===== config.mk =====
export PLATFORM = sky130hd
export DESIGN_NAME = timestamp_gap_repair
export DESIGN_NICKNAME = d
export VERILOG_FILES = /design/src/hdl/tgr_pkg.sv /design/src/hdl/tgr_div.sv /design/src/hdl/timestamp_gap_repair.sv
export VERILOG_INCLUDE_DIRS = /design/src /design/src/hdl
export SDC_FILE = /design/constraint.sdc
export NUM_CORES = 2
export LEC_CHECK = 0
export BUFFER_PORTS_ARGS = -buffer_cell sky130_fd_sc_hd__buf_2
export CAP_MARGIN = 20
export CORE_MARGIN = 5
export CORE_UTILIZATION = 60
export DETAILED_ROUTE_END_ITERATION = 10
export GPL_TIMING_DRIVEN = 0
export MAX_ROUTING_LAYER = met4
export PLACE_DENSITY_LB_ADDON = 0.15
export SYNTH_ARGS = -nofsm -noshare
export SYNTH_HDL_FRONTEND = slang
export SYNTH_HIERARCHICAL = 1
export SYNTH_SLANG_ARGS = --single-unit

===== constraint.sdc =====
create_clock -name clk_i -period 10 [get_ports clk_i]
set_input_delay 0.5 -clock clk_i [delete_from_list [all_inputs] [get_ports clk_i]]
set_output_delay 0.5 -clock clk_i [all_outputs]
set_load 0.05 [all_outputs]

===== src/hdl/timestamp_gap_repair_assert.svh =====
// assertion macros for the timestamp gap repair block
`ifndef TIMESTAMP_GAP_REPAIR_ASSERT_SVH
`define TIMESTAMP_GAP_REPAIR_ASSERT_SVH

// same-cycle implication on clk_i, quiet while in reset
`define TGR_ASSERT_IMP(lbl, ante, cons, msg) \
  lbl: assert property (@(posedge clk_i) disable iff (!rst_ni) (ante) |-> (cons)) \
    else $error(msg);

// next-cycle implication on clk_i, quiet while in reset
`define TGR_ASSERT_NXT(lbl, ante, cons, msg) \
  lbl: assert property (@(posedge clk_i) disable iff (!rst_ni) (ante) |=> (cons)) \
    else $error(msg);

`endif


===== src/hdl/tgr_pkg.sv =====
// types and constants for the timestamp gap repair block
`timescale 1ns / 1ps
package tgr_pkg;

  localparam int unsigned KW   = 34;  // width of numerator * 1000
  localparam int unsigned CNTW = 7;   // width of the divider iteration count

  localparam logic [1:0] ACT_PASS    = 2'd0;
  localparam logic [1:0] ACT_INTERP  = 2'd1;
  localparam logic [1:0] ACT_SILENCE = 2'd2;
  localparam logic [1:0] ACT_RESET   = 2'd3;

  localparam logic [7:0] REG_SMALL_LIMIT = 8'd0;
  localparam logic [7:0] REG_LARGE_LIMIT = 8'd1;
  localparam logic [7:0] REG_TB_NUM      = 8'd2;
  localparam logic [7:0] REG_TB_DEN      = 8'd3;

  localparam logic [CNTW-1:0] DIV_FULL_CNT = 7'd64;
  localparam logic [CNTW-1:0] DIV_FRAC_CNT = 7'd58;
  localparam logic [CNTW-1:0] DIV_STEP_CNT = 7'd35;

  typedef struct packed {
    logic               operation;
    logic signed [63:0] frame_time;
    logic signed [63:0] frame_length;
  } in_word_t;

  typedef struct packed {
    logic        [1:0]  action;
    logic signed [63:0] corrected_time;
    logic        [15:0] silence_length_ms;
  } out_word_t;

  typedef struct packed {
    logic            start;
    logic [CNTW-1:0] count;
  } div_req_t;

endpackage


===== src/hdl/tgr_div.sv =====
// radix-2 restoring divider, one quotient bit per cycle
`timescale 1ns / 1ps
module tgr_div import tgr_pkg::*; (
  input  logic          clk_i,
  input  logic          rst_ni,
  input  div_req_t      req_i,
  input  logic [63:0]   dividend_i,
  input  logic [KW-1:0] divisor_i,
  output logic          done_o,
  output logic [63:0]   quotient_o,
  output logic [KW-1:0] remainder_o
);

  logic [CNTW-1:0] cnt_q, cnt_d;
  logic            done_q, done_d;
  logic [63:0]     dq_q, dq_d;
  logic [KW-1:0]   rem_q, rem_d;
  logic [KW-1:0]   dsr_q, dsr_d;
  logic [KW:0]     trial;
  logic            ge;

  assign trial = {rem_q, dq_q[63]};
  assign ge    = trial >= {1'b0, dsr_q};

  always_comb begin
    cnt_d  = cnt_q;
    done_d = 1'b0;
    dq_d   = dq_q;
    rem_d  = rem_q;
    dsr_d  = dsr_q;
    if (req_i.start) begin
      cnt_d = req_i.count;
      dq_d  = dividend_i;
      rem_d = '0;
      dsr_d = divisor_i;
    end else if (cnt_q != '0) begin
      cnt_d  = cnt_q - 1'b1;
      done_d = (cnt_q == CNTW'(1));
      dq_d   = {dq_q[62:0], ge};
      rem_d  = ge ? KW'(trial - {1'b0, dsr_q}) : trial[KW-1:0];
    end
  end

  always_ff @(posedge clk_i or negedge rst_ni) begin
    if (!rst_ni) begin
      cnt_q  <= '0;
      done_q <= 1'b0;
    end else begin
      cnt_q  <= cnt_d;
      done_q <= done_d;
    end
  end

  always_ff @(posedge clk_i) begin
    dq_q  <= dq_d;
    rem_q <= rem_d;
    dsr_q <= dsr_d;
  end

  assign done_o      = done_q;
  assign quotient_o  = dq_q;
  assign remainder_o = rem_q;

endmodule


===== src/hdl/timestamp_gap_repair.sv =====
// timestamp gap repair: sequencer, history state and shared divider use
// one frame at a time: a new word is taken only in S_IDLE, after the last frame's word
//   has been loaded into the output register, and S_FIN waits while that register is blocked;
//   the 64-bit radix-2 divider (one bit per cycle) runs the integer and fraction divisions
//   and, for a small gap, the relock step division; a first frame, a zero timebase or a
//   saturated gap skips divisions; a clear gives no word
`timescale 1ns / 1ps
module timestamp_gap_repair import tgr_pkg::*; #(
  parameter int unsigned RELOCK_REPEATS = 8
) (
  input  logic      clk_i,
  input  logic      rst_ni,
  input  logic      in_valid_i,
  output logic      in_ready_o,
  input  in_word_t  in_word_i,
  output logic      out_valid_o,
  input  logic      out_ready_i,
  output out_word_t out_word_o,
  input  logic      cfg_valid_i,
  output logic      cfg_ready_o,
  input  logic [7:0]  cfg_index_i,
  input  logic [31:0] cfg_data_i
);

`include "timestamp_gap_repair_assert.svh"

  // sequencer codes
  localparam logic [3:0] S_IDLE  = 4'd0;
  localparam logic [3:0] S_EXP   = 4'd1;   // expected time
  localparam logic [3:0] S_GAP   = 4'd2;   // signed gap
  localparam logic [3:0] S_MAG   = 4'd3;   // magnitude, start integer division
  localparam logic [3:0] S_DIV1  = 4'd4;
  localparam logic [3:0] S_MUL1  = 4'd5;   // remainder * k
  localparam logic [3:0] S_ADD   = 4'd6;   // add rounding, start fraction division
  localparam logic [3:0] S_DIV2  = 4'd7;
  localparam logic [3:0] S_MUL2  = 4'd8;   // quotient * k
  localparam logic [3:0] S_SUM   = 4'd9;   // sum and saturate
  localparam logic [3:0] S_DEC   = 4'd10;  // classify the gap
  localparam logic [3:0] S_STEP  = 4'd11;  // relock step division
  localparam logic [3:0] S_SMALL = 4'd12;  // repeat tracking and relock
  localparam logic [3:0] S_FIN   = 4'd13;  // hand word to output register

  logic [3:0] state_q, state_d;

  // configuration
  logic [15:0] small_lim_q, large_lim_q;
  logic [23:0] num_q, den_q;

  // history
  logic [63:0] prev_time_q, prev_len_q;
  logic [15:0] psg_q;
  logic [3:0]  rc_q;
  logic        relock_q, started_q;

  // working registers
  logic [63:0]   pts_q, dur_q, exp_q, gap_q;
  logic [15:0]   q_q, ms_q;
  logic [23:0]   r_q;
  logic [57:0]   prod_q;
  logic [34:0]   frac_q, step_q;
  logic [KW-1:0] k_q;
  logic          conv_ok_q;
  out_word_t     res_q;

  logic      out_valid_q;
  out_word_t out_word_q;

  logic in_hs, out_load, dur_pos, pts_pos;

  assign in_ready_o  = (state_q == S_IDLE);
  assign cfg_ready_o = 1'b1;
  assign in_hs       = in_valid_i && in_ready_o;
  assign out_load    = (state_q == S_FIN) && (!out_valid_q || out_ready_i);
  assign dur_pos     = (dur_q != '0) && !dur_q[63];
  assign pts_pos     = (in_word_i.frame_length != '0) && !in_word_i.frame_length[63];

  // k = numerator * 1000 by shifts
  logic [KW-1:0] k_d;
  assign k_d = {num_q, 10'b0} - {6'b0, num_q, 4'b0} - {7'b0, num_q, 3'b0};

  // shared multiplier, one product per cycle
  logic [23:0] mul_a;
  logic [57:0] mul_p;
  assign mul_a = (state_q == S_MUL1) ? r_q : {8'b0, q_q};
  assign mul_p = mul_a * k_q;

  // shared divider
  div_req_t      div_req;
  logic [63:0]   div_dvd, mag, q_full;
  logic [KW-1:0] div_dsr, div_rem;
  logic          div_done;
  logic [57:0]   frac_num, ms_sum;
  logic [34:0]   step_num;

  assign mag      = gap_q[63] ? (64'd0 - gap_q) : gap_q;
  assign frac_num = prod_q + {35'b0, den_q[23:1]};
  assign step_num = {10'b0, den_q, 1'b0} + {1'b0, k_q} - 35'd1;
  assign ms_sum   = prod_q + {23'b0, frac_q};

  always_comb begin
    div_req.start = 1'b0;
    div_req.count = DIV_FULL_CNT;
    div_dvd       = mag;
    div_dsr       = {10'b0, den_q};
    unique case (state_q)
      S_MAG: begin
        div_req.start = conv_ok_q;
      end
      S_ADD: begin
        div_req.start = 1'b1;
        div_req.count = DIV_FRAC_CNT;
        div_dvd       = {frac_num, 6'b0};
      end
      S_DEC: begin
        div_req.start = conv_ok_q && !gap_q[63] && (ms_q != '0) && (ms_q < small_lim_q);
        div_req.count = DIV_STEP_CNT;
        div_dvd       = {step_num, 29'b0};
        div_dsr       = k_q;
      end
      S_STEP: begin
        div_dsr = k_q;
      end
      default: begin
      end
    endcase
  end

  tgr_div u_div (
    .clk_i       (clk_i),
    .rst_ni      (rst_ni),
    .req_i       (div_req),
    .dividend_i  (div_dvd),
    .divisor_i   (div_dsr),
    .done_o      (div_done),
    .quotient_o  (q_full),
    .remainder_o (div_rem)
  );

  // repeat tracking for a small gap
  logic        similar, trigger, relock_eff, gap_le;
  logic [3:0]  rc_new;
  logic [63:0] step64;
  assign similar    = (rc_q != '0) && (({1'b0, ms_q} + 17'd2) >= {1'b0, psg_q})
                      && ({1'b0, ms_q} <= ({1'b0, psg_q} + 17'd2));
  assign rc_new     = similar ? (rc_q + 4'd1) : 4'd1;
  assign trigger    = !relock_q && (rc_new >= 4'(RELOCK_REPEATS));
  assign relock_eff = relock_q || trigger;
  assign step64     = {29'b0, step_q};
  assign gap_le     = gap_q <= step64;

  // sequencer and history
  always_comb begin
    state_d = state_q;
    unique case (state_q)
      S_IDLE:  if (in_hs && !in_word_i.operation) begin
                 state_d = started_q ? S_EXP : S_FIN;
               end
      S_EXP:   state_d = S_GAP;
      S_GAP:   state_d = S_MAG;
      S_MAG:   state_d = conv_ok_q ? S_DIV1 : S_DEC;
      S_DIV1:  if (div_done) begin
                 state_d = (q_full[63:16] != '0) ? S_DEC : S_MUL1;
               end
      S_MUL1:  state_d = S_ADD;
      S_ADD:   state_d = S_DIV2;
      S_DIV2:  if (div_done) begin
                 state_d = S_MUL2;
               end
      S_MUL2:  state_d = S_SUM;
      S_SUM:   state_d = S_DEC;
      S_DEC: begin
        priority if (gap_q[63] || ms_q == '0) state_d = S_FIN;
        else if (ms_q < small_lim_q) state_d = conv_ok_q ? S_STEP : S_SMALL;
        else state_d = S_FIN;
      end
      S_STEP:  if (div_done) begin
                 state_d = S_SMALL;
               end
      S_SMALL: state_d = S_FIN;
      S_FIN:   if (out_load) begin
                 state_d = S_IDLE;
               end
      default: state_d = S_IDLE;
    endcase
  end

  always_ff @(posedge clk_i or negedge rst_ni) begin
    if (!rst_ni) begin
      state_q     <= S_IDLE;
      small_lim_q <= 16'd10;
      large_lim_q <= 16'd1000;
      num_q       <= 24'd1;
      den_q       <= 24'd1000;
      prev_time_q <= '0;
      prev_len_q  <= '0;
      psg_q       <= '0;
      rc_q        <= '0;
      relock_q    <= 1'b0;
      started_q   <= 1'b0;
      out_valid_q <= 1'b0;
    end else begin
      state_q <= state_d;

      // register writes, expected only while no frame is in flight
      if (cfg_valid_i) begin
        unique case (cfg_index_i)
          REG_SMALL_LIMIT: small_lim_q <= cfg_data_i[15:0];
          REG_LARGE_LIMIT: large_lim_q <= cfg_data_i[15:0];
          REG_TB_NUM:      num_q       <= cfg_data_i[23:0];
          REG_TB_DEN:      den_q       <= cfg_data_i[23:0];
          default: begin
          end
        endcase
      end

      if (out_load) begin
        out_valid_q <= 1'b1;
      end else if (out_ready_i) begin
        out_valid_q <= 1'b0;
      end

      unique case (state_q)
        S_IDLE: if (in_hs) begin
          if (in_word_i.operation) begin
            // clear history, keep registers
            prev_time_q <= '0;
            prev_len_q  <= '0;
            psg_q       <= '0;
            rc_q        <= '0;
            relock_q    <= 1'b0;
            started_q   <= 1'b0;
          end else if (!started_q) begin
            // first frame passes and seeds the history
            prev_time_q <= in_word_i.frame_time;
            prev_len_q  <= pts_pos ? in_word_i.frame_length : 64'd1;
            psg_q       <= '0;
            rc_q        <= '0;
            relock_q    <= 1'b0;
            started_q   <= 1'b1;
          end
        end
        S_DEC: begin
          if (gap_q[63] || ms_q == '0 || ms_q >= small_lim_q) begin
            // pass, silence or reset: the frame keeps its own time
            prev_time_q <= pts_q;
            if (dur_pos) prev_len_q <= dur_q;
            psg_q    <= '0;
            rc_q     <= '0;
            relock_q <= 1'b0;
          end
        end
        S_SMALL: begin
          if (relock_eff && gap_le) begin
            // caught up: relock ends, frame passes
            prev_time_q <= pts_q;
            psg_q       <= '0;
            rc_q        <= '0;
            relock_q    <= 1'b0;
          end else begin
            prev_time_q <= relock_eff ? (exp_q + step64) : exp_q;
            if (trigger) begin
              psg_q    <= '0;
              rc_q     <= '0;
              relock_q <= 1'b1;
            end else if (!relock_q) begin
              psg_q <= ms_q;
              rc_q  <= rc_new;
            end
          end
          if (dur_pos) prev_len_q <= dur_q;
        end
        default: begin
        end
      endcase
    end
  end

  // datapath registers
  always_ff @(posedge clk_i) begin
    unique case (state_q)
      S_IDLE: if (in_hs) begin
        pts_q <= in_word_i.frame_time;
        dur_q <= in_word_i.frame_length;
        res_q <= '{action: ACT_PASS, corrected_time: in_word_i.frame_time,
                   silence_length_ms: 16'd0};
      end
      S_EXP: begin
        exp_q     <= prev_time_q + prev_len_q;
        k_q       <= k_d;
        conv_ok_q <= (num_q != '0) && (den_q != '0);
      end
      S_GAP: gap_q <= pts_q - exp_q;
      S_MAG: if (!conv_ok_q) ms_q <= '0;
      S_DIV1: if (div_done) begin
        if (q_full[63:16] != '0) begin
          ms_q <= 16'hFFFF;
        end
        q_q <= q_full[15:0];
        r_q <= div_rem[23:0];
      end
      S_MUL1: prod_q <= mul_p;
      S_DIV2: if (div_done) frac_q <= q_full[34:0];
      S_MUL2: prod_q <= mul_p;
      S_SUM:  ms_q <= (ms_sum > 58'd65535) ? 16'hFFFF : ms_sum[15:0];
      S_DEC: begin
        if (!conv_ok_q) step_q <= 35'd1;
        priority if (gap_q[63] || ms_q == '0) begin
          res_q <= '{action: ACT_PASS, corrected_time: pts_q, silence_length_ms: 16'd0};
        end else if (ms_q < small_lim_q) begin
          res_q <= res_q;
        end else if (ms_q < large_lim_q) begin
          res_q <= '{action: ACT_SILENCE, corrected_time: pts_q, silence_length_ms: ms_q};
        end else begin
          res_q <= '{action: ACT_RESET, corrected_time: pts_q, silence_length_ms: 16'd0};
        end
      end
      S_STEP: if (div_done) begin
        step_q <= (q_full[34:0] == '0) ? 35'd1 : q_full[34:0];
      end
      S_SMALL: begin
        if (relock_eff && gap_le) begin
          res_q <= '{action: ACT_PASS, corrected_time: pts_q, silence_length_ms: 16'd0};
        end else begin
          res_q <= '{action: ACT_INTERP,
                     corrected_time: relock_eff ? (exp_q + step64) : exp_q,
                     silence_length_ms: 16'd0};
        end
      end
      default: begin
      end
    endcase
    if (out_load) out_word_q <= res_q;
  end

  assign out_valid_o = out_valid_q;
  assign out_word_o  = out_word_q;

  `TGR_ASSERT_IMP(a_div_done_in_div_state,
                  div_done,
                  state_q == S_DIV1 || state_q == S_DIV2 || state_q == S_STEP,
                  "divider finished outside a division state")
  `TGR_ASSERT_IMP(a_relock_no_repeat_history,
                  relock_q,
                  rc_q == '0 && psg_q == '0,
                  "repeat history kept while relocking")
  `TGR_ASSERT_NXT(a_frame_blocks_input,
                  in_hs && !in_word_i.operation,
                  !in_ready_o,
                  "input still ready after a frame was taken")

endmodule


After elaboration in Yosys (flattened, before gate mapping)
Index checks and enable logic that the tools add are counted.

word-level totals
  register bits = 1014
  output and inout bits = 85

operators by class
  $lt $le $gt $ge = 9
  mux-type cells = 81
  $add $sub $neg = 15
  multipliers = 1
  reduce and logical (&&, ||, !) cells = 56
  eq/ne operators = 31

operator list
  kind                     count
  $mux W64                 15
  $pmux W64 S3             2
  $mux W82                 3
  $pmux W82 S3             1
  $mux W16                 11
  $mux W81                 2
  $pmux W64 S2             1
  $reduce_bool A64 Y1      2
  $mux W35                 3
  $pmux W16 S3             2
  $pmux W35 S2             1
  $add A64 B35 Y64         1
  $add A64 B64 Y64         1
  $le A64 B35 Y1           1
  $mux W4                  16
  $sub A1 B64 Y64 const A  1
  $sub A64 B64 Y64         1
  $add A58 B23 Y58         1
  $add A58 B35 Y58         1
  $gt A58 B16 Y1 const B   1
  $mul A24 B34 Y58         1
  $pmux W4 S14             1
  $mux W24                 2
  $reduce_bool A24 Y1      2
  other kinds (50)         120

Depth between registers and ports, before layout
  word-level depth = 11
  mapped depth = 34
  depth with buffers taken out = 30

Hierarchy
The synthesis kept the hierarchy.

by module, submodules not included
  module                instances  cells each  sequential area each (sq um)  area an instance (sq um)
  timestamp_gap_repair  1          8276        24907.6                       78469.0
  tgr_div               1          685         3823.7                        7533.5

Worst setup path after synthesis
OpenSTA, ideal clock, no wires.

  kind = reg-to-reg
  start point = reg state_q[1]
  end point = reg prod_q[55], data pin
  data arrival time = 8.440 ns
  data required time = 9.742 ns
  path slack = 1.302 ns
  period minus slack after synthesis = 8.698 ns
  cell stages (with the launch flop) = 32
  buffers on the path = 3
  cells stage by stage = dfrtp_1 clkbuf_1 inv_1 nand2_1 nor2_1 clkbuf_1 mux2i_1 clkbuf_1 nor2_1 fa_1 fa_1 inv_1 fa_1 inv_1 fa_1 fa_1 fa_1 inv_1 fa_1 inv_1 ha_1 nand3_1 o221ai_1 a21oi_1 o21ai_0 a221o_1 a211o_1 o22ai_1 nor4_1 or3_1 a21oi_1 xnor2_1

on the way
  cells in the longest elaborated chain, start to end = 3

ends and longest elaborated chain
  item                    line                         source
  from (decl)             timestamp_gap_repair.sv:43   logic [3:0] state_q, state_d;
  from (signal assigned)  timestamp_gap_repair.sv:202  state_q <= state_d;
  $eq A4 B3 Y1            timestamp_gap_repair.sv:84   assign mul_a = (state_q == S_MUL1) ? r_q : {8'b0, q_q};
  $mux W24                timestamp_gap_repair.sv:84
  $mul A24 B34 Y58        timestamp_gap_repair.sv:85   assign mul_p = mul_a * k_q;
  via mul_p[55]           timestamp_gap_repair.sv:83   logic [57:0] mul_p;
  to (signal assigned)    timestamp_gap_repair.sv:301  S_MUL1: prod_q <= mul_p;
  to (signal assigned)    timestamp_gap_repair.sv:303  S_MUL2: prod_q <= mul_p;
  to (decl)               timestamp_gap_repair.sv:59   logic [57:0] prod_q;

The timed path passes the listed nets, and every way through them passes these cells.
A chain may end at the register's enable or synchronous reset.

Worst setup path in the final report
  start point = reg state_q[1]
  end point = reg prod_q[57], data pin

The elaborated chain is that of the path after synthesis.

==> reports/results.ini <==
[detailed_routing]
wl_per_cell_um = 26.1
drt_iter0_markers = 7086
via_count = 71500
remaining_drc_errors = 0
viasPerCell = 6.21
antenna_left = 0
routed_wl_um = 301000
dr.pass1.iters = 6

[logic_synthesis]
synth.largest_area_cell = edfxtp_1
synth_cell_types = 100
synth_mux_area_frac = 0.0222
netlist_area_um2 = 86000
syn_avg_cell_area_um2 = 9.60
synth-seq-area-share = 0.334
ys_seq_elements = 1008
synth_compound_area_frac = 0.139
synth_xor_area_frac = 0.0476
syn_inst = 8961
synth-edff-count = 731
synthFlopType = edfxtp_1
synth_fp_nets = 10400
synthSimpleGateAreaFrac = 0.144
synth_top_cell_area_share = 0.255
synth-adder-area-share = 0.246
synth_area_leaders = edfxtp_1, fa_1, ha_1, dfrtp_1, inv_1
yosys_warnings = 6
ys_async_sr_fraction = 0.241
synth_top_family_by_area = adder cells

[setup_path]
crit_type = reg2reg
cpMaxStageDelayCell = fa_1
path_common_cell = fa_1
crit_path_start_kind = register
worst-path-max-fanout = 10
end_kind = register
cpPeakStageDelay_ns = 0.56
cp.arrival_ns = 10.33
critPathRequiredTime_ns = 10.46

[global_routing]
grt_overflow = 0
grt_pass1_vias = 72300
grtUsageTotal = 0.406
grt_util_met2 = 0.640
grt-busiest-layer = met2
antenna_found_initial = 20
use_met1 = 0.476
grt_pass1_wl_um = 448000
grt_use_met3 = 0.0650
grt_max_degree = 112

[cts]
cts_tree = yes
clkLatencyLatePin_ns = 0.76
cts.sinks = 1008
cts_buffers = 107
cts-root-buf = clkbuf_16
htree_levels = 3
max-clock-path-buffers = 3
path_clk_slew_ns = 0.06

[floorplanning]
die_height_um = 389
io_pins = 259
die_w_um = 389
rows = 139
die_area_um2 = 151000
start_util = 0.602
core_um2 = 143000

[timing]
tightest_slew_ns = 1.29
post-route-period-util = 0.987
setup_tns_ns = 0
max_freq_ghz = 0.101
setup_viol = 0
rsz0062_at_grt = true
slew_viol_final = 0
min_period_ns = 9.87
maxSlewHeadroom = 0.143
hold_violations = 0
fin_skew_ns = 0.0609

[placed_design]
gp_congestion = 1.05
dp_hpwl_um = 241000
place_area_um2 = 90400
portBuffers = 249

[layout]
syn2layout_area_growth_pct = 11.3
regArea_um2 = 28700
multi_input_area_um2 = 51700
fin_util = 0.670
drive_above_1_share = 0.0821
stdcell_area_um2 = 95700
fillers = 11500
fin_nets = 11000

[job]
maxCapViolCount = 0

[outcome]
status = finished, final reports clean

[min_path]
hold_class = in2reg

logic make-up (layout without fill, tap and decap cells):
logic type | count (synthesis) | count (layout)
AO/OA/AOI/OAI | 1839 | 1839
XOR/XNOR | 467 | 467
adder cells (fa/ha/maj) | 1292 | 1292
buffers and inverters | 1529 | 2164
flip-flops | 1008 | 1008
multiplexers | 173 | 173
other | 2 | 26
AND/OR/NAND/NOR | 2651 | 2651
cell type report:
| type | count | share of cell area |
|---|---|---|
| diodes | 24 | 0.000627 |
| plain buffers | 402 | 0.0168 |
| clock buffers | 131 | 0.0297 |
| clock inverters | 71 | 0.00907 |
| inverters | 1119 | 0.0439 |
| multi-input cells | 6424 | 0.540 |
| flip-flops and latches | 1008 | 0.300 |
| well taps | 1903 | 0.0249 |
| repair buffers | 441 | 0.0349 |
worst paths after layout:
check                            endpoint  depth (start not counted)           start  slack [ns]
max in group asynchronous  small_lim_q[4]                          3          rst_ni        8.82
min in group asynchronous  prev_time_q[6]                          2          rst_ni        0.21
hold reg to reg            out_word_o[21]                          0       res_q[21]        0.41
hold / removal                  num_q[22]                          2  cfg_data_i[22]        0.05
setup reg to reg               prod_q[57]                         30      state_q[1]        0.13
setup / recovery               prod_q[57]                         30      state_q[1]        0.13
cell usage in the layout, fill, tap and decap left out, types with 64 or more instances in the layout:
master / count
xnor2_1: 282
and3_1: 177
mux2_2: 143
clkbuf_1: 370
nor4_1: 82
dlygate4sd3_1: 130
a22oi_1: 96
nand2_1: 965
nand3_1: 158
inv_1: 1091
nand4_1: 114
a21o_1: 259
nor2_1: 655
clkbuf_16: 108
a21oi_1: 435
buf_2: 261
fa_1: 660
xor2_1: 182
ha_1: 632
nor3_1: 116
dfrtp_1: 228
edfxtp_1: 731
o21ai_0: 394
a31oi_1: 101
a211oi_1: 64
and2_1: 113
worst max-delay path: cells and delay by family, from the launching register on:
| family | cells | cell delay [ns] |
|---|---|---|
| xor gates and xnor gates | 1 | 0.37 |
| DFF | 1 | 0.38 |
| AOI/OAI and AO/OA | 3 | 0.74 |
| adders and majority gates | 8 | 3.99 |
| buffers and inverters | 9 | 1.51 |
| muxes | 1 | 0.54 |
| and+or+nand+nor | 8 | 2.03 |
metrics by stage:
step	setup WS, ns	hold slack, ns	instances
4_1_cts	-0.0145	0.000661	11500
5_1_grt	-0.0734	0.0108	11500
6_report	0.125	0.0477	11500
3_3_place_gp	-2.91	0.401	11100
3_5_place_dp	-2.05	0.382	11200
2_1_floorplan	1.30	0.204	8961
synthesized netlist by cell type (15+ instances only):
cell type  count
inv_2         16
a21boi_0      17
mux2i_1       29
a21o_1       259
dfrtp_1      228
nand2b_1      56
nor3_1       123
or3_1         37
a221oi_1      19
nand2_1      967
ha_1         632
xor2_1       182
and2_1       115
o31ai_1       38
a31oi_1      101
a211o_1       21
a41oi_1       29
a211oi_1      65
nor2_1       659
dfxtp_1       34
inv_1       1093
a22oi_1       97
mux2_2       144
o41ai_1       19
nand4_1      114
o21ai_0      396
or2_2         16
nand3_1      158
fa_1         660
o22ai_1       34
dfstp_2       15
o221ai_1      23
o21a_1        42
nor4_1        82
and4_1        28
xnor2_1      285
clkbuf_1     384
a21oi_1      436
nor2b_1       53
a22o_1        18
and3_1       178
a221o_1       16
o21bai_1      61
edfxtp_1     731
o211ai_1      30
metal layers:
metal | part of all wire | vias to the layer above
li1 | - | 32100
met1 | 0.37 | 34900
met2 | 0.46 | 3557
met3 | 0.080 | 975
met4 | 0.092 | 0
met5 | 0 | -
registers in the layout, summed over array words and instances (netlist names), 31 cells and up:
| signal | flops |
|---|---|
| dur_q | 64 |
| u_div/quotient_o | 64 |
| out_word_o | 82 |
| prod_q | 55 |
| frac_q | 35 |
| u_div/remainder_o | 34 |
| step_q | 35 |
| res_q | 82 |
| prev_len_q | 64 |
| exp_q | 64 |
| pts_q | 64 |
| prev_time_q | 64 |
| u_div/dsr_q | 34 |
| k_q | 31 |
| gap_q | 64 |
what timing repair did:
action                                  CTS  global route
endpoints found under the hold margin   170             0
endpoints found under the setup margin   35            13
hold buffers                            130             0
resized for setup                        57            16
buffers inserted                          0             5
pin swaps                                 2             2
Power is not shown: default switching activity piles up to over one toggle a cycle in this logic, so the estimate is an artifact.
